`src/rtl/tdm_ram.sv`:
```
// ----------------------------------------------------------------------------
// Transit duration meter RAM
// Simple dual-port RAM with one write port and one registered read port.
// ----------------------------------------------------------------------------
module tdm_ram #(
	parameter int WIDTH = 8,
	parameter int DEPTH = 16
) (
	input  logic                     clk,
	input  logic                     wr_en,
	input  logic [$clog2(DEPTH)-1:0] wr_addr,
	input  logic [WIDTH-1:0]         wr_data,
	input  logic                     rd_en,
	input  logic [$clog2(DEPTH)-1:0] rd_addr,
	output logic [WIDTH-1:0]         rd_data
);

	logic [WIDTH-1:0] mem_q [DEPTH];

	// Write port and registered read port.
	always_ff @(posedge clk) begin
		if (wr_en) begin
			mem_q[wr_addr] <= wr_data;
		end
		if (rd_en) begin
			rd_data <= mem_q[rd_addr];
		end
	end

endmodule

```
`config.mk`:
```
export PLATFORM = sky130hd
export DESIGN_NAME = tdm_ram
export DESIGN_NICKNAME = d
export VERILOG_FILES = /design/src/rtl/tdm_ram.sv
export SDC_FILE = /design/constraint.sdc
export NUM_CORES = 1
export LEC_CHECK = 0
export BUFFER_PORTS_ARGS = -buffer_cell sky130_fd_sc_hd__buf_2
export CORE_ASPECT_RATIO = 1.75
export CORE_UTILIZATION = 45
export CTS_CLUSTER_SIZE = 30
export DETAILED_ROUTE_END_ITERATION = 8
export GPL_TIMING_DRIVEN = 1
export MAX_ROUTING_LAYER = met4
export PLACE_DENSITY = 0.75
export SYNTH_ARGS = -nofsm -noshare
export SYNTH_HDL_FRONTEND = slang
export SYNTH_SLANG_ARGS = --single-unit
```
`constraint.sdc`:
```
create_clock -name clk -period 1.8 [get_ports clk]
set_clock_uncertainty 0.05 [all_clocks]
set_input_delay 0.27 -clock clk [delete_from_list [all_inputs] [get_ports clk]]
set_output_delay 0.27 -clock clk [all_outputs]
set_load 0.02 [all_outputs]
```
==> results.json <==
{
  "worstPathRequired_ps": 1910,
  "hold_slack_ps": 167,
  "worstSetupPathType": "reg2reg",
  "ctsLongestPathBuffers": 2,
  "rsz0062_at_grt": "false",
  "dp_slack_ps": -86.7,
  "fin_crit_sh_pct": 87.5,
  "ir_drop_uv": 696,
  "hold_viol": 0,
  "yosysWarnings": 0,
  "power_frac_comb_pct": 5.1,
  "gp_congestion": 0.811,
  "antenna_found_initial": 0,
  "port_buffers": 26,
  "postRouteAntennaNets": 0,
  "dieHeight_um": 145,
  "path_clk_slew_ps": 50,
  "io_pins": 27,
  "switching_share_pct": 20.4,
  "synthCells": 229,
  "max_stage_delay_ps": 590,
  "synth_top_area_cell": "edfxtp_1",
  "slew_violations": 0,
  "n_antenna_cell": 0,
  "cp_max_fo": 1,
  "drive_gt1_share_pct": 34.0,
  "synth_nets": 248,
  "yosys-top-cells-area": "edfxtp_1, mux4_2, mux4_1",
  "ys_seq_elements": 136,
  "clk_latency_ps": 410,
  "tritoncts": "done",
  "grt_pass1_vias": 2585,
  "critPathSlowestCell": "mux4_1",
  "rows": 51,
  "hpwl_mm": 6.59,
  "htreeDepth": 4,
  "nets": 312,
  "setup_ws_ps": 224,
  "finalSetupViolations": 0,
  "total_power_uw": 7030,
  "drtIter0Drc": 175,
  "mostFrequentLayoutCell": "edfxtp_1",
  "synth_area_um2": 5230,
  "worst_pin_slew_ps": 343,
  "power_density_nw_per_um2": 1130,
  "crit_arrival_ps": 1680,
  "worst_setup_path_end_kind": "register",
  "start_kind": "register",
  "grtUsageTotal_pct": 18.3,
  "syn_to_final_growth_pct": 19.3,
  "grt_pass1_wl_mm": 14.6,
  "grt_max_degree": 28,
  "start_util_pct": 46.5,
  "syn_avg_cell_area_um2": 22.8,
  "layout_common_cells": "edfxtp_1, buf_2, buf_4",
  "synth_top_area_share_pct": 78.1,
  "vias": 2479,
  "power.share.sequential_pct": 51.0,
  "cts-root-buf": "clkbuf_16",
  "finalNonFillerCells": 438,
  "leakagePower_uw": 0.00213,
  "ys_seq_area_share_pct": 78.1,
  "p_int_uw": 5600,
  "fmax_mhz": 635,
  "fillers": 831,
  "overflow": 0,
  "post_cts_buffers": 0,
  "first_pass_iters": 4,
  "holdCritPathClass": "in2reg",
  "dp_cells": 406,
  "die_w_um": 83.5,
  "cts_hold_buf": 0,
  "drt_wl_total_mm": 9.74,
  "status": "completed",
  "via_per_inst": 5.66,
  "dieArea_um2": 12100,
  "power_switching_uw": 1430,
  "ys_types": 18,
  "drc": 0,
  "cts_resized": 0,
  "slew_headroom_pct": 77.1,
  "coreArea_um2": 11200,
  "min_period_ps": 1580,
  "max_cap_viol_count": 0,
  "wire_per_inst_um": 22.2,
  "path_cells": "mux4_1 -> a22oi_1 -> nand2_1",
  "cts_made_buffers": 17,
  "clkPwrFrac_pct": 43.9,
  "cts.sinks": 136
}
-- sequential cells by signal, summed over array words and instances, names as in the netlist --
signal,flops
rd_data,8
mem_q,128
-- worst max-delay path, delay by kind of cell (launching register included) --
family | cells | cell delay, ps
muxes | 1 | 590
DFF | 1 | 350
AOI/OAI and AO/OA | 1 | 260
and+or+nand+nor | 1 | 80
-- worst paths after layout --
path,end,slack [ps],cells past startpoint,start
min,rd_data[6],170,1,rd_en
max reg2reg,rd_data[3],220,3,mem_q[1][3]
min reg2reg,rd_data[6],690,3,mem_q[15][6]
max,rd_data[3],220,3,mem_q[1][3]
-- cells by family (layout without fill, tap and decap cells) --
kind of cell,after synthesis,after routing,share of synthesized area (%)
DFF,136,136,78.1
and+or+nand+nor,35,35,3.14
muxes,32,32,14.8
AOI/OAI and AO/OA,16,16,2.30
buffers and inverters,10,87,1.65
-- final cells by class --
cell class	count	area, µm²	area share (%)
Multi-Input combinational cell	83	1060	17.0
Tap cell	132	165	2.65
Clock inverter	14	110	1.77
Clock buffer	18	429	6.88
Sequential cell	136	4080	65.5
Timing Repair Buffer	55	385	6.18
-- layer usage --
layer / track usage, % / vias up / share of wire (%)
met1: 17.8 / 1270 / 37
met4: 10.2 / 0 / 4.3
met3: 5.25 / 23 / 3.2
met5: - / - / 0
met2: 32.6 / 80 / 55
li1: - / 1106 / -
-- synthesized netlist by cell type --
cell	n
nor2_1	13
a22oi_1	16
buf_4	1
and2b_1	1
mux4_2	18
nor3_1	4
edfxtp_1	136
nand3_1	1
buf_6	3
nor2b_1	1
clkdlybuf4s25_2	3
mux4_1	14
buf_2	3
or3b_2	1
and2_1	1
nand3b_1	2
nand2_1	9
nand2b_1	2
-- power groups by stage --
stage	registers (µW)	clock network (µW)	logic, µW
finish	3590	3080	361
detailed placement	3650	0	363
global placement	3650	0	350
global route	3590	3290	385
floorplan	3670	0	180
CTS	3590	3140	364
-- metrics by stage --
step                      setup TNS [ps]  instance area, µm²  util (%)
after floorplan                        0                5230         -
after global placement              -181                5700      50.7
after detailed placement            -273                5700      50.7
after CTS                              0                6240      55.5
after global routing                   0                6240      55.5
final                                  0                6240      55.5
(Power assumes the default switching activity.)
